<file path="src/yuvab_pkg.sv">
`timescale 1ns / 1ps
// ----------------------------------------------------------------------------
// yuvab_pkg
// Payload types, register map and BT.601 coefficients for the two-pixel
// YUV alpha blender.
// ----------------------------------------------------------------------------
package yuvab_pkg;

  typedef struct packed {
    logic [7:0] first_luma;
    logic [7:0] first_cb;
    logic [7:0] first_cr;
    logic [7:0] second_luma;
    logic [7:0] second_cb;
    logic [7:0] second_cr;
  } pixel_pair_t;

  typedef struct packed {
    logic [7:0] mixed_luma;
    logic [7:0] mixed_cb;
    logic [7:0] mixed_cr;
  } mixed_pixel_t;

  typedef struct packed {
    logic signed [18:0] r;
    logic signed [18:0] g;
    logic signed [18:0] b;
  } rgb_sum_t;

  typedef struct packed {
    logic [7:0] r;
    logic [7:0] g;
    logic [7:0] b;
  } rgb_t;

  localparam int unsigned PADDR_W     = 3;
  localparam int unsigned PDATA_W     = 32;
  localparam logic        REG_BLEND_WEIGHT = 1'b0;
  localparam logic [7:0]  BLEND_WEIGHT_RESET = 8'd1;

  // YUV to RGB
  localparam logic signed [18:0] C_Y42    = 19'sd42;
  localparam logic signed [18:0] C_R_OFS  = 19'sd24224;
  localparam logic signed [18:0] C_RV     = 19'sd153;
  localparam logic signed [18:0] C_GU     = 19'sd100;
  localparam logic signed [18:0] C_G_OFS  = 19'sd2016;
  localparam logic signed [18:0] C_GV     = 19'sd208;
  localparam logic signed [18:0] C_BU     = 19'sd4;
  localparam logic signed [18:0] C_B_OFS  = 19'sd5152;

  // RGB to YUV
  localparam logic signed [18:0] C_YR     = 19'sd66;
  localparam logic signed [18:0] C_YG     = 19'sd129;
  localparam logic signed [18:0] C_YB     = 19'sd25;
  localparam logic signed [18:0] C_Y_OFS  = 19'sd26496; // 8192 + 16384 + 1920
  localparam logic signed [18:0] C_UB     = 19'sd112;
  localparam logic signed [18:0] C_UR     = 19'sd38;
  localparam logic signed [18:0] C_UG     = 19'sd74;
  localparam logic signed [18:0] C_VR     = 19'sd112;
  localparam logic signed [18:0] C_VG     = 19'sd94;
  localparam logic signed [18:0] C_VB     = 19'sd18;
  localparam logic signed [18:0] C_ROUND  = 19'sd128;
  localparam logic [7:0]         Y_BIAS   = 8'd120;
  localparam logic [7:0]         UV_BIAS  = 8'd128;

endpackage

</file>
<file path="src/yuv_two_pixel_alpha_blend.sv">
`timescale 1ns / 1ps
// ----------------------------------------------------------------------------
// yuv_two_pixel_alpha_blend
// Converts one YUV pixel of each of two images to RGB (BT.601), blends them
// by blend_weight/256 and converts the blend back to YUV.
// ----------------------------------------------------------------------------
// Six-stage pipeline: one pixel pair enters per clock. Stages: conversion
// sums, RGB shift and clamp, blend products, blend sum, YUV sums, YUV shift
// into the output register. The whole pipeline stalls only while the output
// register holds a result that is not taken. blend_weight (APB offset 0x0,
// reset 1) is read live by the blend stage, so write it only while the
// pipeline is empty.
module yuv_two_pixel_alpha_blend (
  input  logic                              clk,
  input  logic                              rst,
  input  logic                              src_valid,
  output logic                              src_ready,
  input  yuvab_pkg::pixel_pair_t            src_pixels,
  output logic                              blend_valid,
  input  logic                              blend_ready,
  output yuvab_pkg::mixed_pixel_t           blend_pixel,
  input  logic                              psel,
  input  logic                              penable,
  input  logic                              pwrite,
  input  logic [yuvab_pkg::PADDR_W-1:0]     paddr,
  input  logic [yuvab_pkg::PDATA_W-1:0]     pwdata,
  output logic [yuvab_pkg::PDATA_W-1:0]     prdata,
  output logic                              pready
);

  function automatic yuvab_pkg::rgb_sum_t rgb_sums(input logic [7:0] y, input logic [7:0] u,
                                                  input logic [7:0] v);
    logic signed [18:0] ys, us, vs;
    yuvab_pkg::rgb_sum_t s;
    ys  = signed'({11'd0, y});
    us  = signed'({11'd0, u});
    vs  = signed'({11'd0, v});
    s.r = yuvab_pkg::C_Y42 * ys - yuvab_pkg::C_R_OFS + yuvab_pkg::C_RV * vs;
    s.g = yuvab_pkg::C_Y42 * ys - yuvab_pkg::C_GU * us + yuvab_pkg::C_G_OFS
          - yuvab_pkg::C_GV * vs;
    s.b = yuvab_pkg::C_Y42 * ys + yuvab_pkg::C_BU * us - yuvab_pkg::C_B_OFS;
    return s;
  endfunction

  function automatic logic [7:0] clamp8(input logic signed [12:0] x);
    logic [7:0] c;
    if (x < 13'sd0) begin
      c = 8'd0;
    end else if (x > 13'sd255) begin
      c = 8'd255;
    end else begin
      c = x[7:0];
    end
    return c;
  endfunction

  function automatic yuvab_pkg::rgb_t rgb_finish(input yuvab_pkg::rgb_sum_t s,
                                                 input logic [7:0] y, input logic [7:0] u,
                                                 input logic [7:0] v);
    logic signed [18:0] rs, gs, bs;
    logic signed [12:0] ys, us, vs;
    yuvab_pkg::rgb_t c;
    rs  = s.r >>> 8;
    gs  = s.g >>> 8;
    bs  = s.b >>> 8;
    ys  = signed'({5'd0, y});
    us  = signed'({5'd0, u});
    vs  = signed'({5'd0, v});
    c.r = clamp8(rs[12:0] + ys - 13'sd128 + vs);
    c.g = clamp8(gs[12:0] + ys + 13'sd128);
    c.b = clamp8(bs[12:0] + ys - 13'sd256 + us + us);
    return c;
  endfunction

  logic [7:0] blend_weight;
  logic       advance;
  logic       v1, v2, v3, v4, v5, v6;

  yuvab_pkg::pixel_pair_t s1_pix;
  yuvab_pkg::rgb_sum_t    s1_first, s1_second;
  yuvab_pkg::rgb_t        s2_first, s2_second;
  logic [15:0]            s3_r1, s3_g1, s3_b1;
  logic [16:0]            s3_r2, s3_g2, s3_b2;
  yuvab_pkg::rgb_t        s4_rgb;
  logic signed [18:0]     s5_y, s5_u, s5_v;
  yuvab_pkg::mixed_pixel_t s6_out;

  logic [8:0]             inv_weight;
  logic [16:0]            mix_r, mix_g, mix_b;
  logic signed [18:0]     r_ext, g_ext, b_ext;
  logic signed [18:0]     y_shift, u_shift, v_shift;

  // configuration port
  assign pready = 1'b1;

  always_ff @(posedge clk) begin
    if (rst) begin
      blend_weight <= yuvab_pkg::BLEND_WEIGHT_RESET;
    end else if (psel && penable && pwrite && pready
                 && paddr[2] == yuvab_pkg::REG_BLEND_WEIGHT) begin
      blend_weight <= pwdata[7:0];
    end
  end

  always_comb begin
    prdata = '0;
    if (paddr[2] == yuvab_pkg::REG_BLEND_WEIGHT) begin
      prdata = {{(yuvab_pkg::PDATA_W - 8){1'b0}}, blend_weight};
    end
  end

  // pipeline control
  assign advance     = !v6 || blend_ready;
  assign src_ready   = advance;
  assign blend_valid = v6;
  assign blend_pixel = s6_out;

  always_ff @(posedge clk) begin
    if (rst) begin
      v1 <= 1'b0;
      v2 <= 1'b0;
      v3 <= 1'b0;
      v4 <= 1'b0;
      v5 <= 1'b0;
      v6 <= 1'b0;
    end else if (advance) begin
      v1 <= src_valid;
      v2 <= v1;
      v3 <= v2;
      v4 <= v3;
      v5 <= v4;
      v6 <= v5;
    end
  end

  assign inv_weight = 9'd256 - {1'b0, blend_weight};
  assign mix_r      = {1'b0, s3_r1} + s3_r2 + 17'd128;
  assign mix_g      = {1'b0, s3_g1} + s3_g2 + 17'd128;
  assign mix_b      = {1'b0, s3_b1} + s3_b2 + 17'd128;
  assign r_ext      = signed'({11'd0, s4_rgb.r});
  assign g_ext      = signed'({11'd0, s4_rgb.g});
  assign b_ext      = signed'({11'd0, s4_rgb.b});
  assign y_shift    = s5_y >>> 8;
  assign u_shift    = s5_u >>> 8;
  assign v_shift    = s5_v >>> 8;

  always_ff @(posedge clk) begin
    if (advance) begin
      s1_pix    <= src_pixels;
      s1_first  <= rgb_sums(src_pixels.first_luma, src_pixels.first_cb, src_pixels.first_cr);
      s1_second <= rgb_sums(src_pixels.second_luma, src_pixels.second_cb,
                            src_pixels.second_cr);

      s2_first  <= rgb_finish(s1_first, s1_pix.first_luma, s1_pix.first_cb,
                              s1_pix.first_cr);
      s2_second <= rgb_finish(s1_second, s1_pix.second_luma, s1_pix.second_cb,
                              s1_pix.second_cr);

      s3_r1 <= blend_weight * s2_first.r;
      s3_g1 <= blend_weight * s2_first.g;
      s3_b1 <= blend_weight * s2_first.b;
      s3_r2 <= inv_weight * s2_second.r;
      s3_g2 <= inv_weight * s2_second.g;
      s3_b2 <= inv_weight * s2_second.b;

      s4_rgb.r <= mix_r[15:8];
      s4_rgb.g <= mix_g[15:8];
      s4_rgb.b <= mix_b[15:8];

      s5_y <= yuvab_pkg::C_YR * r_ext + yuvab_pkg::C_YG * g_ext + yuvab_pkg::C_YB * b_ext
              - yuvab_pkg::C_Y_OFS;
      s5_u <= yuvab_pkg::C_UB * b_ext - yuvab_pkg::C_UR * r_ext - yuvab_pkg::C_UG * g_ext
              + yuvab_pkg::C_ROUND;
      s5_v <= yuvab_pkg::C_VR * r_ext - yuvab_pkg::C_VG * g_ext - yuvab_pkg::C_VB * b_ext
              + yuvab_pkg::C_ROUND;

      s6_out.mixed_luma <= y_shift[7:0] + yuvab_pkg::Y_BIAS;
      s6_out.mixed_cb   <= u_shift[7:0] + yuvab_pkg::UV_BIAS;
      s6_out.mixed_cr   <= v_shift[7:0] + yuvab_pkg::UV_BIAS;
    end
  end

endmodule
</file>
<file path="config.mk">
export PLATFORM = sky130hd
export DESIGN_NAME = yuv_two_pixel_alpha_blend
export DESIGN_NICKNAME = d
export VERILOG_FILES = /design/src/yuvab_pkg.sv /design/src/yuv_two_pixel_alpha_blend.sv
export SDC_FILE = /design/constraint.sdc
export NUM_CORES = 2
export LEC_CHECK = 0
export BUFFER_PORTS_ARGS = -buffer_cell sky130_fd_sc_hd__buf_4
export CAP_MARGIN = 10
export CORE_UTILIZATION = 40
export CTS_CLUSTER_DIAMETER = 200
export DETAILED_ROUTE_END_ITERATION = 10
export GPL_TIMING_DRIVEN = 0
export SLEW_MARGIN = 20
export SYNTH_ARGS = -nofsm -noshare
export SYNTH_HDL_FRONTEND = slang
export SYNTH_SLANG_ARGS = --single-unit
export TNS_END_PERCENT = 30
</file>
<file path="constraint.sdc">
create_clock -name clk -period 11.2 [get_ports clk]
set_input_delay 1.12 -clock clk [delete_from_list [all_inputs] [get_ports clk]]
set_output_delay 1.12 -clock clk [all_outputs]
set_load 0.1 [all_outputs]
</file>
==> flow_metrics.py <==
metrics = {
    "critical_path": {
        "r2r-start": "blend_weight[1]",
        "cp_cell_sequence": "inv_1 -> ha_1 -> nand2_1 -> or3_1 -> xor2_1 -> clkbuf_1 -> and2_1 -> fa_1 -> fa_1 -> fa_1 -> inv_1 -> fa_1 -> inv_1 -> ha_1 -> nand3_1 -> o31ai_1 -> o21ai_0 -> a21oi_1 -> xor2_1",
        "path_buf_inv": 4,
        "worstRegToRegCells": 19,
        "cp.required_ns": 11.58,
        "cpPeakStageDelay_ns": 0.77,
        "worst-setup-path-type": "flip-flop to flip-flop",
        "cp_common_cell": "fa_1",
        "arrival_ns": 7.10,
        "cp_top_family": "adder cells",
        "regToRegSetupSlack_ns": 4.47,
        "cp_slowest_cell": "xor2_1",
        "cp-end-kind": "flip-flop",
        "path_max_fanout": 10,
        "critPathLaunchType": "flip-flop",
        "reg2reg_to": "s3_b2[14]",
    },
    "clock_network": {
        "root_buffer": "clkbuf_16",
        "h-tree-depth": 2,
        "cts_tree": "done",
        "insertion_delay_ns": 0.64,
        "cts_buffers": 46,
        "cts_resized": 0,
        "post-cts-setup-buffers": 0,
        "path_clk_slew_ns": 0.06,
        "clockBufferDepth": 3,
        "hold_buffers": 0,
        "numClockSinks": 338,
    },
    "global_routing": {
        "first_global_vias": 32000,
        "grt.overflow.total": 0,
        "antenna_found_initial": 6,
        "grt_max_degree": 87,
        "track_usage_pct": 17.6,
        "grt_pass1_wl_um": 163000,
    },
    "synthesis": {
        "synth.most_common_cell": "ha_1",
        "synth_common_cells": "984 x ha_1, 818 x inv_1, 401 x fa_1",
        "syn_inst": 4555,
        "ys.flop_type": "edfxtp_1",
        "synth.top_cell.area_share_pct": 26.9,
        "async_flop_share_pct": 0,
        "synth_edf_count": 324,
        "synthesis.area_mm2": 0.0457,
        "seq_area_frac_synth_pct": 21.9,
        "yosys_warnings": 0,
        "avgSynthCellArea_um2": 10.0,
        "ys_ff_latch": 338,
        "yosysTopAreaCell": "ha_1",
        "ys_top_cells_by_area": "ha_1 27%, edfxtp_1 21%, fa_1 18%",
        "ys_types": 72,
    },
    "sta": {
        "final.setup.tns_ns": 0,
        "max_freq_ghz": 0.149,
        "setup_viol": 0,
        "rsz0062_at_grt": "false",
        "finalMaxSlewViolations": 0,
        "finalCritPeriodShare_pct": 60.1,
        "finalHoldViolCount": 0,
        "slew_headroom_pct": 28.9,
        "period_minus_slack_ns": 6.73,
        "tightestPinTransition_ns": 1.07,
        "clock_skew_ns": 0.0582,
    },
    "route": {
        "m1WireLength_um": 46900,
        "wl_um": 99800,
        "top_layer_used": "met4",
        "routed-wl-met2_um": 46500,
        "drt-pass1-iter-count": 5,
        "viasPerCell": 4.98,
        "drc_errors": 0,
        "ant_nets": 0,
        "vias": 31200,
        "wl_per_cell_um": 15.9,
        "drtIter0Drc": 1342,
        "dr_wl_met3_um": 3980,
    },
    "die": {
        "fp.dieW_um": 340,
        "start_util_pct": 40.5,
        "die_y_um": 340,
        "rows": 123,
        "dieArea_mm2": 0.116,
        "core-area_mm2": 0.113,
        "num_io_pins": 149,
    },
    "hold_path": {
        "min_to": "blend_pixel[16]",
        "holdPathStages": 0,
        "hold_start": "s5_y[8]",
        "hold_class": "flip-flop to flip-flop",
    },
    "finish": {
        "final_util_pct": 44.3,
        "layout-drive-gt1-share_pct": 4.66,
        "syn2layout_area_growth_pct": 9.40,
        "nets": 6202,
        "diodes": 0,
    },
    "placed_design": {
        "dp_hpwl_um": 82300,
        "place_congestion": 0.842,
        "portBuffers": 97,
    },
    "status": {
        "status": "finished clean",
    },
    "job": {
        "max_cap_violations": 0,
    },
}
[cell type report]
type / count / area [um2]
timing repair buffer: 101 / 838
buffer: 69 / 363
tap: 1500 / 1880
inverter: 819 / 3070
clock buffer: 58 / 1220
fill: 10900 / 63000
clock inverter: 25 / 265
sequential: 338 / 10000
multi-input combinational: 3352 / 32400
[worst max-delay path by stage]
stage                          startpoint      endpoint  slack (ns)  cells after the start
after floorplan               blend_ready     src_ready        4.30                      2
after global placement        blend_ready     src_ready        1.51                      4
after global routing      blend_weight[1]     s3_b2[14]        4.21                     19
after detailed placement   src_pixels[41]  s1_first[37]        4.57                     20
after CTS                 blend_weight[1]     s3_b2[14]        4.54                     19
final                     blend_weight[1]     s3_b2[14]        4.47                     19
[cell families (layout without fill, tap and decap cells)]
family,after synthesis,after routing,share of synthesized area (%)
adders and majority gates,1385,1385,44.5
AOI/OAI and AO/OA,684,684,9.71
DFF,338,338,21.9
other,2,25,0.0164
and+or+nand+nor,957,957,10.6
muxes,6,6,0.131
buffers and inverters,888,1072,7.50
xor gates and xnor gates,295,295,5.65
[flip-flops by register name (all words and copies together), names as in the netlist, 8 cells and up]
| signal | cells |
|---|---|
| s3_g1 | 16 |
| s3_b1 | 16 |
| s5_v | 8 |
| g_ext | 8 |
| s5_y | 8 |
| s3_r1 | 16 |
| s5_u | 8 |
| r_ext | 8 |
| s1_pix | 48 |
| s2_second | 24 |
| s3_b2 | 16 |
| blend_weight | 8 |
| s1_second | 30 |
| s3_r2 | 16 |
| b_ext | 8 |
| blend_pixel | 24 |
| s1_first | 30 |
| s3_g2 | 16 |
| s2_first | 24 |
[stage by stage]
step / std cells / worst slack, ns / cell area, um2 / hold slack (ns)
floorplan: 4578 / 4.30 / 45800 / 0.400
global placement: 6175 / 1.51 / 48400 / 0.402
detailed placement: 6179 / 4.57 / 48500 / 0.405
CTS: 6262 / 4.54 / 50000 / 0.418
global route: 6262 / 4.21 / 50000 / 0.420
finish: 6262 / 4.47 / 50000 / 0.418
[per-layer routing]
layer / global-route usage, % / vias to the layer above
li1: - / 15600
met1: 23.5 / 15000
met2: 29.9 / 427
met3: 2.33 / 126
met4: 4.82 / 0
met5: 0 / -
[layout by cell type, fill, tap and decap left out, types with 55 or more instances in the layout]
cell type	n
ha_1	984
o21a_1	74
inv_1	818
nor2_1	181
and2_1	273
a21oi_1	234
edfxtp_1	324
nand2_1	256
nor2b_1	55
o21ai_0	107
a21o_1	79
fa_1	401
buf_4	122
xnor2_1	218
xor2_1	77
Power is left out: the tool's default activity adds up to more than one toggle a clock period on the data nets, which glitch-free logic cannot reach.
